### config.mk
export PLATFORM = sky130hd
export DESIGN_NAME = base64_strict_decoder
export DESIGN_NICKNAME = d
export VERILOG_FILES = /design/src/b64d_pkg.sv /design/src/base64_strict_decoder.sv /design/src/b64d_step.sv
export SDC_FILE = /design/constraint.sdc
export NUM_CORES = 1
export LEC_CHECK = 0
export BUFFER_PORTS_ARGS = -buffer_cell sky130_fd_sc_hd__buf_2
export CORE_ASPECT_RATIO = 0.6
export CORE_MARGIN = 2
export CORE_UTILIZATION = 40
export DETAILED_ROUTE_END_ITERATION = 10
export MAX_ROUTING_LAYER = met4
export SETUP_SLACK_MARGIN = 0.15
export SLEW_MARGIN = 20
export SYNTH_ARGS = -nofsm -noshare
export SYNTH_HDL_FRONTEND = slang
export SYNTH_SLANG_ARGS = --single-unit
### constraint.sdc
create_clock -name clk -period 10.4 [get_ports clk]
set_clock_uncertainty 0.2 [all_clocks]
set_input_delay 1.04 -clock clk [delete_from_list [all_inputs] [get_ports clk]]
set_output_delay 1.04 -clock clk [all_outputs]
set_load 0.05 [all_outputs]
### src/b64d_pkg.sv
// b64d_pkg: shared types, codes and character helpers for the base64 decoder.
// Used by b64d_step and base64_strict_decoder; no dependencies of its own.
`timescale 1ns / 1ps

package b64d_pkg;

    localparam int COUNT_WIDTH_DEF = 17;
    localparam int CAP_W           = 16;
    localparam int BYTE_COUNT_W    = 17;

    localparam logic [CAP_W-1:0] CAP_RESET = 16'hFFFF;

    localparam logic [7:0] CHAR_PAD = 8'h3D;

    // classify() codes beyond the 6-bit alphabet values
    localparam logic [6:0] CLS_PAD = 7'd64;
    localparam logic [6:0] CLS_BAD = 7'd65;

    typedef enum logic [1:0] {
        ST_OK      = 2'd0,
        ST_INVALID = 2'd1,
        ST_SHORT   = 2'd2
    } status_t;

    typedef struct packed {
        logic [7:0] in_char;
        logic       in_last;
    } char_t;

    typedef struct packed {
        logic [7:0]              out_byte;
        logic                    byte_valid;
        logic [BYTE_COUNT_W-1:0] byte_count;
        status_t                 status;
        logic                    final_res;
    } result_t;

    typedef struct packed {
        logic       pad_mode;
        logic [1:0] group_index;
        logic [5:0] bit_accum;
        logic       error_seen;
    } dec_state_t;

    typedef struct packed {
        logic       have_octet;
        logic [7:0] octet;
    } dec_out_t;

    function automatic logic [6:0] classify(input logic [7:0] c);
        logic [6:0] v;
        begin
            if (c inside {[8'h41:8'h5A]})
                v = 7'(c - 8'h41);
            else if (c inside {[8'h61:8'h7A]})
                v = 7'(c - 8'h61) + 7'd26;
            else if (c inside {[8'h30:8'h39]})
                v = 7'(c - 8'h30) + 7'd52;
            else if (c == 8'h2B)
                v = 7'd62;
            else if (c == 8'h2F)
                v = 7'd63;
            else if (c == CHAR_PAD)
                v = CLS_PAD;
            else
                v = CLS_BAD;
            return v;
        end
    endfunction

    function automatic logic is_space(input logic [7:0] c);
        return (c inside {[8'h09:8'h0D], 8'h20});
    endfunction

endpackage

### src/base64_strict_decoder.sv
// base64_strict_decoder: top level, input and result registers, octet count,
// capacity register. Depends on b64d_pkg and b64d_step.
//
// Usage:
//   char channel (char_valid / char_stall / char_data) takes one encoded
//   character per request, with in_last on the final character of a message.
//   res channel (res_valid / res_stall / res_data) returns exactly one
//   result per character: the decoded octet if one completed, the running
//   count, the status, and final_res on the closing result.
//   cfg channel (cfg_valid / cfg_ready / cfg_data) writes dest_capacity; it
//   is always ready and is to be written only while the block is idle.
// Path: an accepted character is held in the input register, then its result is registered in the result register.
// Throughput: one character per clock while res_stall is low, set by the combinational decode step
//   between the input register and the result register.
// Reset: capacity returns to 65535 and message state clears; no result is
//   pending. After the last character, message state clears for the next one.
// Stall: while res_stall is high the result holds; one more character is
//   taken into the input register, then char_stall rises until the result
//   is taken.
`timescale 1ns / 1ps

module base64_strict_decoder #(
    parameter int COUNT_WIDTH = b64d_pkg::COUNT_WIDTH_DEF
) (
    input  logic                       clk,
    input  logic                       rst_n,
    input  logic                       char_valid,
    output logic                       char_stall,
    input  b64d_pkg::char_t            char_data,
    output logic                       res_valid,
    input  logic                       res_stall,
    output b64d_pkg::result_t          res_data,
    input  logic                       cfg_valid,
    output logic                       cfg_ready,
    input  logic [b64d_pkg::CAP_W-1:0] cfg_data
);
    import b64d_pkg::*;

    localparam int WIDE_W = COUNT_WIDTH + CAP_W;

    logic                   in_full_reg;
    char_t                  in_item_reg;
    logic                   res_full_reg;
    result_t                res_item_reg;
    dec_state_t             dec_reg;
    dec_state_t             dec_next;
    logic [COUNT_WIDTH-1:0] count_reg;
    logic [COUNT_WIDTH-1:0] count_next;
    logic [CAP_W-1:0]       cap_reg;
    result_t                res_next;
    dec_out_t               dout;

    logic                   advance;
    logic                   accept_in;
    logic                   count_sat;
    logic                   fits;
    logic [WIDE_W-1:0]      count_wide;
    logic [WIDE_W-1:0]      count_next_wide;
    logic [WIDE_W-1:0]      cap_wide;
    logic [COUNT_WIDTH+BYTE_COUNT_W-1:0] count_out_ext;

    b64d_step u_step (
        .st      (dec_reg),
        .ch      (in_item_reg.in_char),
        .st_next (dec_next),
        .dout    (dout)
    );

    assign advance    = in_full_reg && (!res_full_reg || !res_stall);
    assign char_stall = in_full_reg && !advance;
    assign accept_in  = char_valid && !char_stall;
    assign cfg_ready  = 1'b1;
    assign res_valid  = res_full_reg;
    assign res_data   = res_item_reg;

    assign count_wide      = {{CAP_W{1'b0}}, count_reg};
    assign count_next_wide = {{CAP_W{1'b0}}, count_next};
    assign cap_wide        = {{COUNT_WIDTH{1'b0}}, cap_reg};
    assign count_sat       = (count_reg == {COUNT_WIDTH{1'b1}});
    assign fits            = (count_wide < cap_wide);
    assign count_next      = (dout.have_octet && !count_sat) ? count_reg + 1'b1 : count_reg;
    assign count_out_ext   = {{BYTE_COUNT_W{1'b0}}, count_next};

    always_comb
    begin
        res_next            = '0;
        res_next.byte_valid = dout.have_octet && fits;
        res_next.out_byte   = res_next.byte_valid ? dout.octet : 8'd0;
        res_next.byte_count = count_out_ext[BYTE_COUNT_W-1:0];
        res_next.final_res  = in_item_reg.in_last;
        if (in_item_reg.in_last)
        begin
            if (dec_next.error_seen || dec_next.group_index != 2'd0)
                res_next.status = ST_INVALID;
            else if (count_next_wide > cap_wide)
                res_next.status = ST_SHORT;
            else
                res_next.status = ST_OK;
        end
        else
        begin
            res_next.status = dec_next.error_seen ? ST_INVALID : ST_OK;
        end
    end

    always_ff @(posedge clk or negedge rst_n)
    begin
        if (!rst_n)
        begin
            in_full_reg  <= 1'b0;
            res_full_reg <= 1'b0;
            dec_reg      <= '0;
            count_reg    <= '0;
            cap_reg      <= CAP_RESET;
        end
        else
        begin
            if (accept_in)
                in_full_reg <= 1'b1;
            else if (advance)
                in_full_reg <= 1'b0;

            if (advance)
                res_full_reg <= 1'b1;
            else if (!res_stall)
                res_full_reg <= 1'b0;

            if (advance)
            begin
                if (in_item_reg.in_last)
                begin
                    dec_reg   <= '0;
                    count_reg <= '0;
                end
                else
                begin
                    dec_reg   <= dec_next;
                    count_reg <= count_next;
                end
            end

            if (cfg_valid && cfg_ready)
                cap_reg <= cfg_data;
        end
    end

    always_ff @(posedge clk)
    begin
        if (accept_in)
            in_item_reg <= char_data;
        if (advance)
            res_item_reg <= res_next;
    end

`ifndef ASSERT_OFF
    a_clear_after_last: assert property (@(posedge clk) disable iff (!rst_n)
        advance && in_item_reg.in_last |=> count_reg == '0 && dec_reg == '0)
        else $error("message state not cleared after last character");

    a_byte_zero_when_dropped: assert property (@(posedge clk) disable iff (!rst_n)
        res_valid && !res_data.byte_valid |-> res_data.out_byte == 8'd0)
        else $error("out_byte nonzero without byte_valid");

    a_byte_only_ok: assert property (@(posedge clk) disable iff (!rst_n)
        res_valid && res_data.byte_valid && !res_data.final_res
            |-> res_data.status == ST_OK)
        else $error("octet emitted after an error");

    a_no_stall_when_empty: assert property (@(posedge clk) disable iff (!rst_n)
        !in_full_reg |-> !char_stall)
        else $error("input stalled with empty input register");

    a_short_only_final: assert property (@(posedge clk) disable iff (!rst_n)
        res_valid && res_data.status == ST_SHORT |-> res_data.final_res)
        else $error("buffer-too-small status on a non-final result");
`endif

endmodule

### src/b64d_step.sv
// b64d_step: one character of decode, from current group state to next.
// Depends on b64d_pkg for the state types and character classification.
`timescale 1ns / 1ps

module b64d_step (
    input  b64d_pkg::dec_state_t st,
    input  logic [7:0]           ch,
    output b64d_pkg::dec_state_t st_next,
    output b64d_pkg::dec_out_t   dout
);
    import b64d_pkg::*;

    logic [6:0] cls;
    logic [5:0] v;

    assign cls = classify(ch);
    assign v   = cls[5:0];

    always_comb
    begin
        st_next = st;
        dout    = '0;
        if (!st.error_seen && !is_space(ch))
        begin
            if (st.pad_mode)
            begin
                if (ch == CHAR_PAD && st.group_index == 2'd3)
                    st_next.group_index = 2'd0;
                else
                    st_next.error_seen = 1'b1;
            end
            else if (cls == CLS_PAD)
            begin
                st_next.pad_mode = 1'b1;
                if (st.group_index == 2'd2)
                    st_next.group_index = 2'd3;
                else if (st.group_index == 2'd3)
                    st_next.group_index = 2'd0;
                else
                    st_next.error_seen = 1'b1;
                if (st.bit_accum != 6'd0)
                    st_next.error_seen = 1'b1;
            end
            else if (cls == CLS_BAD)
            begin
                st_next.error_seen = 1'b1;
            end
            else
            begin
                st_next.group_index = st.group_index + 2'd1;
                case (st.group_index)
                    2'd0:
                    begin
                        st_next.bit_accum = v;
                    end
                    2'd1:
                    begin
                        dout.octet        = {st.bit_accum, v[5:4]};
                        dout.have_octet   = 1'b1;
                        st_next.bit_accum = {2'b00, v[3:0]};
                    end
                    2'd2:
                    begin
                        dout.octet        = {st.bit_accum[3:0], v[5:2]};
                        dout.have_octet   = 1'b1;
                        st_next.bit_accum = {4'b0000, v[1:0]};
                    end
                    default:
                    begin
                        dout.octet        = {st.bit_accum[1:0], v};
                        dout.have_octet   = 1'b1;
                        st_next.bit_accum = 6'd0;
                    end
                endcase
            end
        end
    end

endmodule

==> summary.md, run 1 <==
| Metric | Value |
|---|---|
| Antenna violations before repair | 0 |
| Setup TNS | 0 ns |
| Final GP Congestion | around 0.93 |
| Sequential-to-total area share from yosys stat | 0.4325 |
| Row cnt | 32 |
| Adder-cell area share of the yosys netlist | 0.1112 |
| Drt drc | 0 |
| Core ar. | between 10000 and 15000 um^2 |
| Crit path capture type | flip-flop |
| Final cell area excluding filler cells | ~6000 um^2 |
| Total power density per cell area | slightly above 200 nW/um^2 |
| Portion of netlist area occupied by mux cells | 0.006151 |
| Worst-case clock buffer depth | 2 |
| Number of instances on the worst hold path | 1 |
| Critical path arrival | slightly below 6 ns |
| Number of global-route vias before repair | between 3000 and 4000 |
| Leakage power | roughly 2.5 nW |
| Post-layout worst setup margin | approximately 4.3 ns |
| Pins Over Slew Limit | 0 |
| Post-route worst hold slack | ~0.29 ns |
| Synthesis Warnings | 0 |
| Main combinational cell family by area after synthesis | simple AND/OR/NAND/NOR gates |
| Post-Route Utilization | 0.4688 |
| Number of design-rule violations left by the first detailed-router iteration | 414 |
| CTS tree | yes |
| Top_reg_cell synth | sky130_fd_sc_hd__edfxtp_1 |
| Family with the most delay on the worst path | compound AO/OA/AOI/OAI gates |
| Aggregate global-route resource usage | 0.2052 |
| Outcome | completed |
| Count of antenna diodes in the layout | 0 |
| Total gr overflow | 0 |
| Crit start category | flip-flop |
| Cell repeated most along the worst path | sky130_fd_sc_hd__ha_1 |
| Post-DR wirelength/cell | roughly 18 um |
| Start-to-end type of the worst setup path | reg2reg |
| Area of the mapped netlist | between 5000 and 6000 um^2 |
| Initial core utilization | 0.4102 |
| Slew at the pin closest to its max-slew limit | 0.9888 ns |
| Worst supply voltage drop on vdd | approximately 0.11 mV |
| Final instance count without filler cells | 770 |
| Max reg flops | 29 |
| Synth unique cells | 73 |
| Die Y-Extent | ~93 um |
| Pre-CTS WS | 4.390 ns |
| Number of endpoints with negative hold slack in the final report | 0 |
| Die footprint | around 14000 um^2 |
| Max-cap violation count | 0 |
| Largest net degree at the start of global routing | 46 |
| Simple-gate share of the synthesized area | 0.1874 |
| Max-Slew Margin vs Limit | 0.3379 |
| Filler cell count | around 1200 |
| CTS H-Tree Depth | 3 |
| CTS-repair resized insts | 0 |
| Worst Hold Class | reg2reg |
| Number of buffers added by the clock tree synthesis step | 9 |
| Detailed Route WL | ~14 mm |
| Clk sinks | 83 |
| Clock latency of the later-clocked register in the worst-skew pair | around 0.34 ns |
| Fraction of layout cells with a size suffix above 1 | 0.1800 |
| Detailed-placement wirelength estimate | ~10 mm |
| Count of port buffers added during placement | 60 |
| Pwr Total | 1.237 mW |
| Cell Chain, Critical Path | inv_1 -> ha_1 -> nor4bb_1 -> or3b_1 -> o31ai_1 -> o32ai_1 -> a41oi_4 -> nand3_2 -> nor2_1 -> xnor2_1 -> ha_1 -> o21a_1 -> o21bai_1 -> a31oi_1 -> a2111oi_0 -> a21oi_1 -> a311oi_1 -> nor4_1 |
| CTS Root Cell | sky130_fd_sc_hd__clkbuf_16 |
| Ratio of routed vias to standard cells | 5.721 |
| Hold-fix buffers, CTS | 0 |
| RSZ-0062 raised after global routing | no |
| Placed instance count | roughly 750 |
| Worst-path fanout max | 16 |
| Share of the synthesized netlist area taken by xor and xnor gates | 0.02815 |
| Number of enable flip-flop cells after synthesis | 38 |
| Antenna Violating Nets Remaining | 0 |
| IO Pins | 62 |
| Post-CTS repair timing setup buffer count | 0 |
| Fmax | 0.1647 GHz |
| Net count reported at finish | between 600 and 700 |
| Mean instance size in the synthesized netlist | between 9 and 10 um^2 |
| Master of the slowest instance on the critical path | sky130_fd_sc_hd__o32ai_1 |
| Placed cell areas | about 5700 um^2 |
| Worst-path clk slew | about 0.07 ns |
| Layout overhead on the synthesized area | 14.27% |
| Finish-stage setup viols | 0 |
| Global-route wire length before repair | between 20 and 25 mm |
| Delay of the slowest cell on the worst path | 0.77 ns |
| Iteration count of the initial detailed-routing pass | 5 |
| Via count | 4405 |
| Synthesized Nets | between 600 and 700 |
| Synth Area in Compound Gates | 0.1867 |
| Count of cell instances traversed by the critical path | 18 |
| Gate Count Post-Synth | around 540 |
| Fraction of synthesis flops using an asynchronous set or reset pin | 0.5422 |
| Final period demand of the worst path | 6.072 ns |
| Required time at the endpoint of the critical path | a little over 10 ns |
| Die boundary width | approximately 150 um |
| Number of cell instances on the worst register-to-register path | 18 |
| Final critical-path share of the clock period | 0.5838 |
| Register bit total from synthesis | slightly above 80 |
| Worst path bufs/invs | 1 |
## metal layers
layer | track usage | vias to the layer above | wire length, um
met3 | 0.04310 | 10 | 1049
met4 | 0.04938 | 0 | 152
met2 | 0.2500 | 177 | 4935
li1 | - | 2148 | -
met5 | - | - | 0
met1 | 0.3322 | 2070 | 7609
## power by group
| group | switching [mW] | leakage (nW) | internal, mW | total [mW] |
|---|---|---|---|---|
| Clock | 0.132 | 0.148 | 0.193 | 0.325 |
| Combinational | 0.290 | 1.42 | 0.150 | 0.440 |
| Sequential | 0.0602 | 0.911 | 0.412 | 0.473 |
## cell type report
class	instances	area, um^2	share of cell area
sequential	83	2287	0.3785
clock buffer	10	239.0	0.03954
timing repair buffer	64	330.3	0.05466
tap	170	212.7	0.03520
clock inverter	6	65.06	0.01077
multi-input combinational	395	2751	0.4553
inverter	42	157.7	0.02609
## cells by family (layout without fill, tap and decap cells)
group	after synthesis	count (layout)
AO/OA/AOI/OAI	137	137
XOR/XNOR	17	17
adder cells (fa/ha/maj)	47	47
buffers and inverters	61	122
flip-flops	83	83
multiplexers	3	3
other	1	1
AND/OR/NAND/NOR	190	190
## cells in the mapped netlist, types with 5 or more instances
library cell / count / share of area
sky130_fd_sc_hd__dfstp_2: 16 / 0.079
sky130_fd_sc_hd__o21ai_0: 39 / 0.037
sky130_fd_sc_hd__nand2b_1: 6 / 0.0071
sky130_fd_sc_hd__nor2_1: 33 / 0.023
sky130_fd_sc_hd__nor2b_1: 7 / 0.0083
sky130_fd_sc_hd__o31ai_1: 7 / 0.0099
sky130_fd_sc_hd__nand2_1: 60 / 0.043
sky130_fd_sc_hd__inv_1: 42 / 0.030
sky130_fd_sc_hd__nor4_1: 5 / 0.0059
sky130_fd_sc_hd__a221o_1: 5 / 0.0095
sky130_fd_sc_hd__nand3_1: 20 / 0.019
sky130_fd_sc_hd__nor3_1: 13 / 0.012
sky130_fd_sc_hd__ha_1: 47 / 0.11
sky130_fd_sc_hd__or4_1: 13 / 0.018
sky130_fd_sc_hd__a221oi_1: 5 / 0.0083
sky130_fd_sc_hd__clkbuf_1: 12 / 0.0085
sky130_fd_sc_hd__a2111oi_0: 6 / 0.0099
sky130_fd_sc_hd__edfxtp_1: 38 / 0.22
sky130_fd_sc_hd__nand4_1: 6 / 0.0071
sky130_fd_sc_hd__o211ai_1: 8 / 0.011
sky130_fd_sc_hd__a21oi_1: 17 / 0.016
sky130_fd_sc_hd__dfrtp_1: 29 / 0.14
sky130_fd_sc_hd__xnor2_1: 14 / 0.023
sky130_fd_sc_hd__o311ai_0: 7 / 0.012
## layout by cell type (no fill, tap or decap), types with 6 or more instances in the layout
master and instances:
sky130_fd_sc_hd__a2111oi_0 6, sky130_fd_sc_hd__a21oi_1 17, sky130_fd_sc_hd__buf_2 60, sky130_fd_sc_hd__clkbuf_16 9, sky130_fd_sc_hd__dfrtp_1 29, sky130_fd_sc_hd__dfstp_2 16
sky130_fd_sc_hd__edfxtp_1 38, sky130_fd_sc_hd__ha_1 47, sky130_fd_sc_hd__inv_1 42, sky130_fd_sc_hd__nand2_1 60, sky130_fd_sc_hd__nand2b_1 6, sky130_fd_sc_hd__nand3_1 20
sky130_fd_sc_hd__nand4_1 6, sky130_fd_sc_hd__nor2_1 33, sky130_fd_sc_hd__nor2b_1 7, sky130_fd_sc_hd__nor3_1 13, sky130_fd_sc_hd__o211ai_1 8, sky130_fd_sc_hd__o21ai_0 38
sky130_fd_sc_hd__o311ai_0 7, sky130_fd_sc_hd__o31ai_1 7, sky130_fd_sc_hd__or4_1 13, sky130_fd_sc_hd__xnor2_1 14
## path summary, 6_finish.rpt
path,slack (ns),to,startpoint
max,4.33,res_data[2]$_SDFFCE_PP0P_,in_item_reg[2]$_DFFE_PP_
min,0.29,res_valid$_DFFE_PN0P_,in_full_reg$_DFFE_PN0P_
max reg2reg,4.33,res_data[2]$_SDFFCE_PP0P_,in_item_reg[2]$_DFFE_PP_
min reg2reg,0.29,res_valid$_DFFE_PN0P_,in_full_reg$_DFFE_PN0P_
max in group asynchronous,8.97,res_valid$_DFFE_PN0P_,rst_n
min in group asynchronous,0.60,count_reg[10]$_DFFE_PN0P_,rst_n
Note: power is estimated with default switching activity, not from simulation.
==> inputs of run 2 (changes only) <==
==> constraint.sdc (replaced) <==
create_clock -name clk -period 5.5 [get_ports clk]
set_clock_uncertainty 0.2 [all_clocks]
set_input_delay 0.55 -clock clk [delete_from_list [all_inputs] [get_ports clk]]
set_output_delay 0.55 -clock clk [all_outputs]
set_load 0.05 [all_outputs]
==> summary.md, run 2 (synthesis results as in run 1) <==
| Metric | Value |
|---|---|
| Number of endpoints with negative hold slack in the final report | 0 |
| CTS H-Tree Depth | 3 |
| Final cell area excluding filler cells | 6202 um^2 |
| Pwr Total | 2.412 mW |
| Die footprint | 14190 um^2 |
| Worst Hold Class | in2async |
| Drt drc | 0 |
| Number of design-rule violations left by the first detailed-router iteration | 389 |
| Share of total power in sequential cells | 0.371 |
| Net count reported at finish | between 600 and 700 |
| Worst-path fanout max | 9 |
| Max-cap violation count | 0 |
| Placed instance count | between 700 and 800 |
| Outcome | completed |
| Endpoint of the most critical setup path | res_data[2]$_SDFFCE_PP0P_ |
| Die boundary width | roughly 150 um |
| IO Pins | a little over 60 |
| Required time at the endpoint of the critical path | approximately 5.4 ns |
| Post-DR wirelength/cell | ~18 um |
| Via count | between 4000 and 5000 |
| Count of antenna diodes in the layout | 0 |
| Logic gate share of total power | 0.360 |
| Core ar. | about 13000 um^2 |
| Detailed-placement wirelength estimate | roughly 11 mm |
| Finish-stage setup viols | 0 |
| RSZ-0062 raised after global routing | no |
| Leakage power | around 2.6 nW |
| Count of port buffers added during placement | 60 |
| Clk pwr share | 0.269 |
| Max-Slew Margin vs Limit | 0.3983 |
| Global-route wire length before repair | 22.69 mm |
| Antenna violations before repair | 0 |
| Pre-CTS WS | -0.02506 ns |
| Fraction of layout cells with a size suffix above 1 | 0.2065 |
| Aggregate global-route resource usage | 0.2114 |
| R2R setup slack | 0.40 ns |
| Worst-path clk slew | approximately 0.070 ns |
| Critical path arrival | about 5.0 ns |
| Number of buffers added by the clock tree synthesis step | 9 |
| Ratio of routed vias to standard cells | 5.652 |
| Final instance count without filler cells | just under 800 |
| Number of cell instances on the worst register-to-register path | 18 |
| Clock latency of the later-clocked register in the worst-skew pair | approximately 0.34 ns |
| Crit path launch | in_item_reg[2]$_DFFE_PP_ |
| Start-to-end type of the worst setup path | reg2reg |
| Total internal power | roughly 1.5 mW |
| Final GP Congestion | 0.9415 |
| Worst supply voltage drop on vdd | roughly 0.17 mV |
| Pins Over Slew Limit | 0 |
| Beginning of the worst register-to-register path | in_item_reg[2]$_DFFE_PP_ |
| CTS tree | yes |
| Crit start category | flip-flop |
| End of the worst register-to-register path | res_data[2]$_SDFFCE_PP0P_ |
| Die Y-Extent | 93.07 um |
| Detailed Route WL | 14.35 mm |
| Iteration count of the initial detailed-routing pass | 5 |
| Initial core utilization | 0.4102 |
| Number of global-route vias before repair | between 4000 and 5000 |
| CTS Root Cell | sky130_fd_sc_hd__clkbuf_16 |
| Crit path capture type | flip-flop |
| Fmax | 0.1959 GHz |
| Layout overhead on the synthesized area | 17.27% |
| Total power density per cell area | 388.9 nW/um^2 |
| Switching pwr | a little over 900 uW |
| Placed cell areas | between 5000 and 6000 um^2 |
| Antenna Violating Nets Remaining | 0 |
| Clk sinks | slightly above 80 |
| Switching share of total power | 0.3877 |
| Max reg flops | 29 |
| Final critical-path share of the clock period | 0.9281 |
| Hold-fix buffers, CTS | 0 |
| Slew at the pin closest to its max-slew limit | between 0.8 and 0.9 ns |
| Final period demand of the worst path | 5.105 ns |
| Worst-case clock buffer depth | 2 |
| Row cnt | 32 |
| Largest net degree at the start of global routing | 46 |
| Total gr overflow | 0 |
| Commonest non-fill, non-tap cells in the layout | sky130_fd_sc_hd__nand2_1 (60), sky130_fd_sc_hd__buf_2 (60), sky130_fd_sc_hd__ha_1 (47) |
| Post-layout worst setup margin | between 0.3 and 0.4 ns |
-- run 2: worst min-delay path by stage --
stage                            start                        end  slack [ns]  depth (start not counted)
2_1_floorplan                    rst_n   count_reg[0]$_DFFE_PN0P_        0.05                          0
3_3_place_gp   in_full_reg$_DFFE_PN0P_      res_valid$_DFFE_PN0P_        0.27                          1
3_5_place_dp   in_full_reg$_DFFE_PN0P_      res_valid$_DFFE_PN0P_        0.28                          1
4_1_cts                          rst_n  count_reg[12]$_DFFE_PN0P_        0.13                          2
5_1_grt                          rst_n  count_reg[12]$_DFFE_PN0P_        0.15                          2
6_report                         rst_n  count_reg[12]$_DFFE_PN0P_        0.10                          2
-- run 2: metrics by stage --
stage / hold slack (ns) / TNS (ns) / util
CTS: 0.1261 / 0 / 0.4761
floorplan: 0.05441 / 0 / -
global route: 0.1499 / 0 / 0.4811
detailed placement: 0.2764 / -0.02506 / 0.4504
finish: 0.1004 / 0 / 0.4811
global placement: 0.2700 / 0 / 0.4504
-- run 2: layout make-up --
type	instances	area, um^2
Inverter	42	157.7
Fill cell	1222	6690
Multi-Input combinational cell	395	2791
Sequential cell	83	2287
Timing Repair Buffer	79	442.9
Clock buffer	11	232.7
Clock inverter	5	77.57
Tap cell	170	212.7
-- run 2: layer usage --
metal	share of wire	up-vias	wire, um	track usage
li1	-	2158	-	-
met1	0.54	2107	7720	0.3323
met2	0.38	158	5452	0.2650
met3	0.072	14	1036	0.05051
met4	0.0096	0	138	0.05247
met5	0	-	0	-
-- run 2: worst max-delay path, cell delays in order (launching register included) --
cell	delay, ns
sky130_fd_sc_hd__edfxtp_1	0.47
sky130_fd_sc_hd__inv_1	0.16
sky130_fd_sc_hd__ha_1	0.23
sky130_fd_sc_hd__nor4bb_1	0.08
sky130_fd_sc_hd__or3b_4	0.45
sky130_fd_sc_hd__or3_4	0.41
sky130_fd_sc_hd__a31o_1	0.24
sky130_fd_sc_hd__a41oi_4	0.28
sky130_fd_sc_hd__nand4_4	0.24
sky130_fd_sc_hd__nor2_2	0.19
sky130_fd_sc_hd__xnor2_1	0.18
sky130_fd_sc_hd__ha_1	0.34
sky130_fd_sc_hd__o21a_1	0.21
sky130_fd_sc_hd__o21bai_1	0.23
sky130_fd_sc_hd__a31oi_1	0.10
sky130_fd_sc_hd__a2111oi_2	0.40
sky130_fd_sc_hd__a21oi_1	0.13
sky130_fd_sc_hd__a311oi_1	0.22
sky130_fd_sc_hd__nor4_1	0.08
-- run 2: repair_timing --
action,4_1_cts,5_1_grt
resized for setup,2,8
setup endpoints to repair,1,1
buffers inserted,2,4
pin swaps,1,1
-- run 2: power by group through the flow --
stage	Clock (mW)	Sequential, mW	Combinational, mW
final	0.649	0.895	0.868
after global routing	0.683	0.914	0.960
after CTS	0.658	0.893	0.843
after detailed placement	0	0.902	0.825
after global placement	0	0.900	0.820
after floorplan	0	0.986	0.495
